===== src/rtl/dsd_pkg.sv =====
// shared types and constants for the date subtract block
package dsd_pkg;

  localparam int DAY_W   = 5;
  localparam int MONTH_W = 4;
  localparam int YEAR_W  = 16;
  localparam int COUNT_W = 16;
  // running day value: holds day minus count, signed
  localparam int CUR_W   = 18;

  localparam logic [YEAR_W-1:0]  YEAR_MIN  = 16'd1582;
  localparam logic [MONTH_W-1:0] MONTH_JAN = 4'd1;
  localparam logic [MONTH_W-1:0] MONTH_FEB = 4'd2;
  localparam logic [MONTH_W-1:0] MONTH_DEC = 4'd12;

  // commands from controller to datapath
  typedef struct packed {
    logic load;
    logic div;
    logic rem;
    logic check;
    logic step;
  } dsd_cmd_t;

  // status from datapath to controller
  typedef struct packed {
    logic date_ok;
    logic cur_pos;
  } dsd_stat_t;

endpackage


===== src/rtl/dsd_dp.sv =====
// datapath: operand registers, year mod 25, validation and month step-back
module dsd_dp (
  input  logic                          clk,
  input  dsd_pkg::dsd_cmd_t             cmd,
  input  logic [dsd_pkg::DAY_W-1:0]     in_day,
  input  logic [dsd_pkg::MONTH_W-1:0]   in_month,
  input  logic [dsd_pkg::YEAR_W-1:0]    in_year,
  input  logic [dsd_pkg::COUNT_W-1:0]   in_days_back,
  output dsd_pkg::dsd_stat_t            stat,
  output logic [dsd_pkg::DAY_W-1:0]     res_day,
  output logic [dsd_pkg::MONTH_W-1:0]   res_month,
  output logic [dsd_pkg::YEAR_W-1:0]    res_year,
  output logic                          res_ok
);
  import dsd_pkg::*;

  // floor(y / 25) = (y * RECIP25) >> RECIP_SH, exact for 16-bit y
  localparam int RECIP_SH = 21;
  localparam logic [16:0] RECIP25 = 17'd83887;
  localparam logic [YEAR_W-1:0] DIV25 = 16'd25;
  localparam logic [4:0] R25_TOP = 5'd24;

  logic [DAY_W-1:0]   d_r;
  logic [MONTH_W-1:0] m_r, m_nxt;
  logic [YEAR_W-1:0]  y_r, y_nxt;
  logic [COUNT_W-1:0] n_r;
  logic [11:0]        q_r;
  logic [4:0]         r25_r, r25_nxt;
  logic signed [CUR_W-1:0] cur_r;
  logic               ok_r;

  logic [32:0]        prod;
  logic [YEAR_W-1:0]  q25;
  logic [YEAR_W-1:0]  rem;
  logic [DAY_W-1:0]   len_cur, len_nxt;
  logic               ok_now;

  function automatic logic [DAY_W-1:0] month_len(input logic [MONTH_W-1:0] m,
                                                 input logic [YEAR_W-1:0] y,
                                                 input logic [4:0] r25);
    logic leap;
    leap = (y[1:0] == 2'b00) && ((r25 != 5'd0) || (y[3:0] == 4'd0));
    unique case (m)
      4'd1, 4'd3, 4'd5, 4'd7, 4'd8, 4'd10, 4'd12: month_len = 5'd31;
      MONTH_FEB: month_len = leap ? 5'd29 : 5'd28;
      default:   month_len = 5'd30;
    endcase
  endfunction

  assign prod = y_r * RECIP25;
  assign q25  = {4'b0, q_r} * DIV25;
  assign rem  = y_r - q25;

  assign len_cur = month_len(m_r, y_r, r25_r);
  assign ok_now  = (m_r >= MONTH_JAN) && (m_r <= MONTH_DEC) && (y_r >= YEAR_MIN) &&
                   (d_r != '0) && (d_r <= len_cur);

  // previous month, wrapping to december of the prior year
  always_comb begin
    if (m_r <= MONTH_JAN) begin
      m_nxt   = MONTH_DEC;
      y_nxt   = y_r - 16'd1;
      r25_nxt = (r25_r == 5'd0) ? R25_TOP : r25_r - 5'd1;
    end else begin
      m_nxt   = m_r - 4'd1;
      y_nxt   = y_r;
      r25_nxt = r25_r;
    end
  end

  assign len_nxt = month_len(m_nxt, y_nxt, r25_nxt);

  always_ff @(posedge clk) begin
    if (cmd.load) begin
      d_r <= in_day;
      m_r <= in_month;
      y_r <= in_year;
      n_r <= in_days_back;
    end
    if (cmd.div) begin
      q_r <= prod[32:RECIP_SH];
    end
    if (cmd.rem) begin
      r25_r <= rem[4:0];
    end
    if (cmd.check) begin
      ok_r  <= ok_now;
      cur_r <= $signed({13'b0, d_r}) - $signed({2'b0, n_r});
    end
    if (cmd.step) begin
      m_r   <= m_nxt;
      y_r   <= y_nxt;
      r25_r <= r25_nxt;
      cur_r <= cur_r + $signed({13'b0, len_nxt});
    end
  end

  assign stat.date_ok = ok_now;
  assign stat.cur_pos = !cur_r[CUR_W-1] && (cur_r != '0);

  assign res_ok    = ok_r;
  assign res_day   = ok_r ? cur_r[DAY_W-1:0] : '0;
  assign res_month = ok_r ? m_r : '0;
  assign res_year  = ok_r ? y_r : '0;

  a_step_only_below_one: assert property (@(posedge clk)
    cmd.step |-> !stat.cur_pos)
    else $error("month step while day already positive");

  a_step_month_range: assert property (@(posedge clk)
    cmd.step |=> (m_r >= MONTH_JAN) && (m_r <= MONTH_DEC))
    else $error("month out of range after step");

  a_step_day_bound: assert property (@(posedge clk)
    cmd.step |=> (cur_r <= $signed(18'd31)))
    else $error("running day above 31 after step");

endmodule


===== src/rtl/dsd_ctrl.sv =====
// controller state machine: sequences load, year divide, remainder, validation and month steps
module dsd_ctrl (
  input  logic               clk,
  input  logic               rst_n,
  input  logic               start,
  input  dsd_pkg::dsd_stat_t stat,
  output dsd_pkg::dsd_cmd_t  cmd,
  output logic               busy,
  output logic               out_valid
);
  import dsd_pkg::*;

  typedef enum logic [5:0] {
    S_IDLE  = 6'b000001,
    S_DIV   = 6'b000010,
    S_REM   = 6'b000100,
    S_CHECK = 6'b001000,
    S_STEP  = 6'b010000,
    S_DONE  = 6'b100000
  } dsd_state_t;

  dsd_state_t state_r, state_nxt;

  always_comb begin
    state_nxt = state_r;
    cmd       = '0;
    unique case (state_r)
      S_IDLE: begin
        if (start) begin
          cmd.load  = 1'b1;
          state_nxt = S_DIV;
        end
      end
      S_DIV: begin
        cmd.div   = 1'b1;
        state_nxt = S_REM;
      end
      S_REM: begin
        cmd.rem   = 1'b1;
        state_nxt = S_CHECK;
      end
      S_CHECK: begin
        cmd.check = 1'b1;
        state_nxt = stat.date_ok ? S_STEP : S_DONE;
      end
      S_STEP: begin
        if (stat.cur_pos) begin
          state_nxt = S_DONE;
        end else begin
          cmd.step = 1'b1;
        end
      end
      S_DONE: begin
        state_nxt = S_IDLE;
      end
      default: begin
        state_nxt = S_IDLE;
      end
    endcase
  end

  always_ff @(posedge clk) begin
    if (!rst_n) begin
      state_r <= S_IDLE;
    end else begin
      state_r <= state_nxt;
    end
  end

  assign busy      = (state_r != S_IDLE);
  assign out_valid = (state_r == S_DONE);

  a_accept_goes_busy: assert property (@(posedge clk) disable iff (!rst_n)
    start && !busy |=> busy)
    else $error("accepted beat did not raise busy");

  a_strobe_single: assert property (@(posedge clk) disable iff (!rst_n)
    out_valid |=> !out_valid && !busy)
    else $error("result strobe longer than one cycle");

  a_no_load_when_busy: assert property (@(posedge clk) disable iff (!rst_n)
    busy |-> !cmd.load)
    else $error("operands reloaded while busy");

endmodule


===== src/rtl/date_subtract_days.sv =====
// top level: gregorian date minus a count of days
// sequence: operands load on the accept edge, then year divide, remainder and validation;
//   valid dates then step back one month per cycle, invalid ones go to the result beat
// throughput: one item at a time, the next start is taken the cycle after the strobe
// the month step-back loop in the datapath sets how long a valid date takes
// reset: synchronous active-low rst_n returns the controller to idle, busy low
// the result beat shows for one cycle on out_valid and cannot be stalled
module date_subtract_days (
  input  logic                        clk,
  input  logic                        rst_n,
  input  logic                        start,
  output logic                        busy,
  input  logic [dsd_pkg::DAY_W-1:0]   in_day,
  input  logic [dsd_pkg::MONTH_W-1:0] in_month,
  input  logic [dsd_pkg::YEAR_W-1:0]  in_year,
  input  logic [dsd_pkg::COUNT_W-1:0] in_days_back,
  output logic                        out_valid,
  output logic [dsd_pkg::DAY_W-1:0]   out_day,
  output logic [dsd_pkg::MONTH_W-1:0] out_month,
  output logic [dsd_pkg::YEAR_W-1:0]  out_year,
  output logic                        out_date_valid
);
  import dsd_pkg::*;

  // command and status between controller and datapath
  dsd_cmd_t  cmd;
  dsd_stat_t stat;

  // controller: idle, year divide, remainder, validate, month steps, result beat
  dsd_ctrl u_ctrl (
    .clk       (clk),
    .rst_n     (rst_n),
    .start     (start),
    .stat      (stat),
    .cmd       (cmd),
    .busy      (busy),
    .out_valid (out_valid)
  );

  // datapath: operands load on the accept edge, results held until the next start is accepted
  dsd_dp u_dp (
    .clk          (clk),
    .cmd          (cmd),
    .in_day       (in_day),
    .in_month     (in_month),
    .in_year      (in_year),
    .in_days_back (in_days_back),
    .stat         (stat),
    .res_day      (out_day),
    .res_month    (out_month),
    .res_year     (out_year),
    .res_ok       (out_date_valid)
  );

  // invalid start dates give all-zero fields with the flag cleared
  a_invalid_zero: assert property (@(posedge clk) disable iff (!rst_n)
    out_valid && !out_date_valid |-> (out_day == '0) && (out_month == '0) && (out_year == '0))
    else $error("invalid date beat carries nonzero fields");

  a_valid_day_range: assert property (@(posedge clk) disable iff (!rst_n)
    out_valid && out_date_valid |-> (out_day != '0) && (out_month != '0))
    else $error("valid date beat with zero day or month");

  // 65535 days back from the first day of 1582 lands in mid 1402
  a_valid_year_floor: assert property (@(posedge clk) disable iff (!rst_n)
    out_valid && out_date_valid |-> (out_year >= 16'd1402))
    else $error("result year below reachable floor");

endmodule


===== config.mk =====
export PLATFORM = sky130hd
export DESIGN_NAME = date_subtract_days
export DESIGN_NICKNAME = d
export VERILOG_FILES = /design/src/rtl/dsd_pkg.sv /design/src/rtl/dsd_dp.sv /design/src/rtl/dsd_ctrl.sv /design/src/rtl/date_subtract_days.sv
export SDC_FILE = /design/constraint.sdc
export NUM_CORES = 1
export LEC_CHECK = 0
export BUFFER_PORTS_ARGS = -buffer_cell sky130_fd_sc_hd__clkbuf_2
export CORE_UTILIZATION = 68
export CTS_CLUSTER_DIAMETER = 120
export DETAILED_ROUTE_END_ITERATION = 10
export PLACE_DENSITY = 0.89
export REMOVE_ABC_BUFFERS = 1
export SYNTH_ARGS = -nofsm -noshare
export SYNTH_HDL_FRONTEND = slang
export SYNTH_HIERARCHICAL = 1
export SYNTH_SLANG_ARGS = --single-unit

===== constraint.sdc =====
create_clock -name clk -period 15.85 [get_ports clk]
set_input_delay 4.755 -clock clk [delete_from_list [all_inputs] [get_ports clk]]
set_output_delay 4.755 -clock clk [all_outputs]
set_load 0.02 [all_outputs]

Word-level counts from Yosys, hierarchy flattened

Index checks and enable logic that the tools add are counted.

Shift operators: 0
Equal/unequal tests: 26
Reductions and logical operators: 26
Add/subtract/negate cells: 6
$lt $le $gt $ge: 5
Multipliers: 2
Bitwise gates (word level): 0
Divide/modulo/power cells: 0
Multiplexer cells: 30

Operators with widths:

| kind                                                                                  | count |
|---|---|
| 16-bit 2-to-1 mux                                                                     | 4 |
| 18-bit 2-to-1 mux                                                                     | 2 |
| 16-bit by 17-bit multiplier with 33-bit output, second input constant                 | 1 |
| 6-bit case mux with 5 select lines                                                    | 1 |
| 5-bit 2-to-1 mux                                                                      | 5 |
| 4-bit == test, second input constant                                                  | 6 |
| 5-bit case mux with 2 select lines                                                    | 2 |
| 18-bit by 6-bit adder with 18-bit output                                              | 1 |
| 6-bit 2-to-1 mux                                                                      | 3 |
| 18-bit nonzero test                                                                   | 1 |
| 5-bit by 16-bit subtractor with 17-bit output                                         | 1 |
| 4-bit by 2-bit == test with 1-bit output, second input constant                       | 4 |
| 4-bit by 3-bit == test with 1-bit output, second input constant                       | 4 |
| 16-bit by 11-bit greater-or-equal comparator with 1-bit output, second input constant | 1 |
| 4-bit 2-to-1 mux                                                                      | 4 |
| 16-bit by 1-bit subtractor with 16-bit output, second input constant                  | 1 |
| 5-bit nonzero test                                                                    | 3 |
| 7-bit OR reduction                                                                    | 2 |
| 12-bit by 5-bit multiplier with 5-bit output, second input constant                   | 1 |
| 1-bit 2-to-1 mux                                                                      | 9 |
| 4-bit by 1-bit == test with 1-bit output, second input constant                       | 2 |
| 4-bit logical NOT                                                                     | 2 |
| 1-bit logical AND                                                                     | 7 |
| 6-bit by 1-bit == test with 1-bit output, second input constant                       | 1 |
| other kinds (21)                                                                      | 27 |

Bits in latches: 0
Logic and storage cells: 105
Input port bits: 44
Output and inout port bits: 28
Memory bits (writable): 0
Flip-flop bits (word level): 83
Memories: 0
Bits in read-only memories: 0

Longest topological paths before layout

Depth after elaboration: 10
Gate-level depth with buffers: 20
Depth with buffers taken out: 20

Cells and area by module

The synthesis kept the hierarchy.

By module, submodules not included:

| module   | cells an instance | seq. area each (um^2) | instances | area an instance (um^2) |
|---|---|---|---|---|
| dsd_dp   | 925               | 2,102.0               | 1         | 9,196.3 |
| dsd_ctrl | 38                | 120.1                 | 1         | 349.1 |

Least setup slack after synthesis

Ideal clock, no wire load.

Path kind: input to register
Start: input start
End: register u_dp.y_r[10], enable pin
Setup time: 0.398 ns
Path buffers: 0
Arrival: 6.337 ns
Stages: 3
Slack: 9.116 ns
Data required time: 15.452 ns
Path through: and2_1 -> inv_1 -> o21ai_0

Word-level cells in the longest chain between the ends: 4

RTL lines:

| item                                 | line                     | text |
|---|---|---|
| start, declared                      | date_subtract_days.sv:11 | `input logic start,` |
| 1-bit 2-to-1 mux                     | dsd_ctrl.sv:29           | `if (start) begin` |
| 1-bit 2-to-1 mux                     | dsd_ctrl.sv:27           | `unique case (state_r)` |
| 2-bit nonzero test (no source line)  | --                       |  |
| 2-bit AND reduction (no source line) | --                       |  |
| end signal, assigned                 | dsd_dp.sv:77             | `y_r <= in_year;` |
| end signal, assigned                 | dsd_dp.sv:92             | `y_r <= y_nxt;` |
| end, declared                        | dsd_dp.sv:25             | `logic [YEAR_W-1:0] y_r, y_nxt;` |

No other way between the ends.
A chain may end at the register's enable or synchronous reset.

Worst setup path after layout

Start: register u_ctrl.state_r[4]
End: output busy

Word-level cells in the longest chain between the ends: 1

RTL lines:

| item                                     | line                     | text |
|---|---|---|
| start, declared                          | dsd_ctrl.sv:22           | `dsd_state_t state_r, state_nxt;` |
| start signal, assigned                   | dsd_ctrl.sv:66           | `state_r <= state_nxt;` |
| 6-bit by 1-bit != test with 1-bit output | dsd_ctrl.sv:70           | `assign busy = (state_r != S_IDLE);` |
| end, declared                            | date_subtract_days.sv:12 | `output logic busy,` |

No other way between the ends.

==> flow_summary.yaml <==
outcome:
  status: "finished, final reports clean"
finish:
  drive_gt1_frac: 0.1032
  fin_nets: 1316
  n_fill_cell: 868
  design_area_sq_um: 10370
  area_delta_synth_final_pct: 8.625
  antenna_cells: 0
  stdcell_count: 1213
timing:
  max_freq_ghz: 0.1567
  maxSlewViolCount: 0
  tns_ns: 0
  slew_headroom: 0.3394
  grt_setup_unrepaired: "no"
  fin_crit_sh: 0.4026
  finClkSkew_ns: 0.006781
  setup_slack_ns: 9.469
  setup_viol: 0
  finalCriticalPeriod_ns: 6.381
  tightest_slew_ns: 0.9842
  hold_viol: 0
route:
  wirelength_um: 22630
  drt_iter0_drc: 1037
  ant_nets: 0
  drc_errors: 0
  viasPerCell: 6.079
  vias: 7374
  wire_per_inst_um: 18.65
  dr.pass1.iters: 6
setup_path:
  crit_family: "simple AND/OR/NAND/NOR gates"
  slowest_stage: "or4_4"
  critPathMaxStageDelay_ns: 0.55
  path_class: "reg -> out"
  startpoint_type: "flop"
  crit_required_ns: 11.10
  endpoint_kind: "output pin"
  critPathMaxFanout: 8
  crit_chain: "or4_4 -> nor2_1 -> inv_1 -> clkbuf_2"
  critPathBufInv: 2
  critPathArrivalTime_ns: 1.63
clocking:
  clk_latency_ns: 0.34
  cts.path.max_buffers: 2
  clockRootBuffer: "clkbuf_16"
  clkTransAtPathRegs_ns: 0.06
  cts_max_level: 3
  postCtsHoldBufs: 0
  clock-sinks: 76
  post_cts_resized: 0
  post_cts_buffers: 0
  cts_tree: "done"
  cts_buffers: 9
synth:
  synth_area_sq_um: 9545
  yosysUniqueCellTypes: 66
  syn_inst: 963
  ys_warn_count: 6
  yosysMostFrequentCell: "inv_1"
  yosysTopAreaCell: "edfxtp_1"
  synthArstFlopShare: 0
  synthTopCellsByArea: "edfxtp_1, fa_1, ha_1"
  yosysSeqAreaShare: 0.2328
  synth_top_cell_area_share: 0.2202
  synth_seq_cells: 76
  synth_commonest_cells: "inv_1, ha_1, fa_1"
  syn_avg_cell_area_sq_um: 9.912
  synth-edff-count: 70
  synth-main-ff-cell: "edfxtp_1"
grt:
  antenna_found_initial: 0
  grt_max_degree: 61
  grt_first_pass_wirelength_um: 36470
  grt_util_all_layers: 0.3285
  globalRouteOverflowTotal: 0
  grt_pass1_vias: 7450
die:
  ios: 72
  num_rows: 42
  die_area_sq_um: 14520
  start_util: 0.7095
  die_w_um: 120.5
  core_area_sq_um: 13450
  die_h_um: 120.5
min_path:
  hold_path_class: "reg -> reg"
place:
  gp_congestion: 0.9388
  placed_area_sq_um: 10080
  pre_cts_slack_ns: 9.615
  numPortBuffers: 71
  dp_hpwl_um: 17780
  dp.cells: 1197
run:
  maxCapViolCount: 0
## worst paths after layout
check | from | end | slack [ns] | cells after the start
worst max-delay path | u_ctrl/state_r[4] | busy | 9.47 | 4
worst min-delay path | u_ctrl/state_r[4] | u_ctrl/state_r[3] | 0.61 | 1
worst max register to register | u_dp/y_r[2] | u_dp/q_r[3] | 9.76 | 16
worst min register to register | u_ctrl/state_r[4] | u_ctrl/state_r[3] | 0.61 | 1
## layout by cell type (no fill, tap or decap), types with 10 or more instances in the layout
master,n
nor3_1,16
xor2_1,12
ha_1,142
fa_1,98
xnor2_1,55
and2_1,29
a21oi_1,32
clkbuf_2,71
o2bb2ai_1,12
nor2_1,41
inv_1,207
o21ai_0,32
nand3_1,10
edfxtp_1,70
nand2_1,46
a211oi_1,11
## stage by stage
| step | hold WS [ns] | utilization |
|---|---|---|
| detailed placement | 0.5701 | 0.7490 |
| CTS | 0.6112 | 0.7707 |
| global placement | 0.5491 | 0.7490 |
| floorplan | 0.4980 | - |
| global route | 0.6479 | 0.7707 |
| finish | 0.6080 | 0.7707 |
## area by class of cell
| type | instances | area (sq um) | area share |
|---|---|---|---|
| sequential | 76 | 2222 | 0.2143 |
| clock inverter | 6 | 63.81 | 0.006154 |
| multi-input combinational | 664 | 6479 | 0.6248 |
| clock buffer | 10 | 229.0 | 0.02208 |
| inverter | 207 | 777.0 | 0.07494 |
| timing repair buffer | 74 | 377.9 | 0.03644 |
| tap | 176 | 220.2 | 0.02124 |
## registers in the layout (all words and copies together) (netlist names)
signal / flops
u_dp/cur_r: 18
u_dp/n_r: 16
u_dp/y_r: 16
u_ctrl/state_r: 6
u_dp/d_r: 5
u_dp/q_r: 5
u_dp/r25_r: 5
u_dp/m_r: 4
u_dp/res_ok: 1
## cells by family (layout without fill, tap and decap cells)
group | count (synthesis) | after routing | synth area share
flops | 76 | 76 | 0.2328
simple gates | 200 | 200 | 0.1122
xor+xnor | 67 | 67 | 0.06148
mux | 4 | 4 | 0.004457
compound gates | 153 | 153 | 0.1088
fa+ha+maj | 240 | 240 | 0.3917
buf+inv | 223 | 297 | 0.08861
## layer usage
metal,wire length (um),global-route usage,up-vias
met5,0,0,-
met4,762,0.1181,0
li1,-,-,3352
met3,2242,0.06557,74
met2,10660,0.5338,457
met1,8962,0.4390,3491
Power is left out: the tool's default activity adds up to more than one toggle a clock period on the data nets, which glitch-free logic cannot reach.
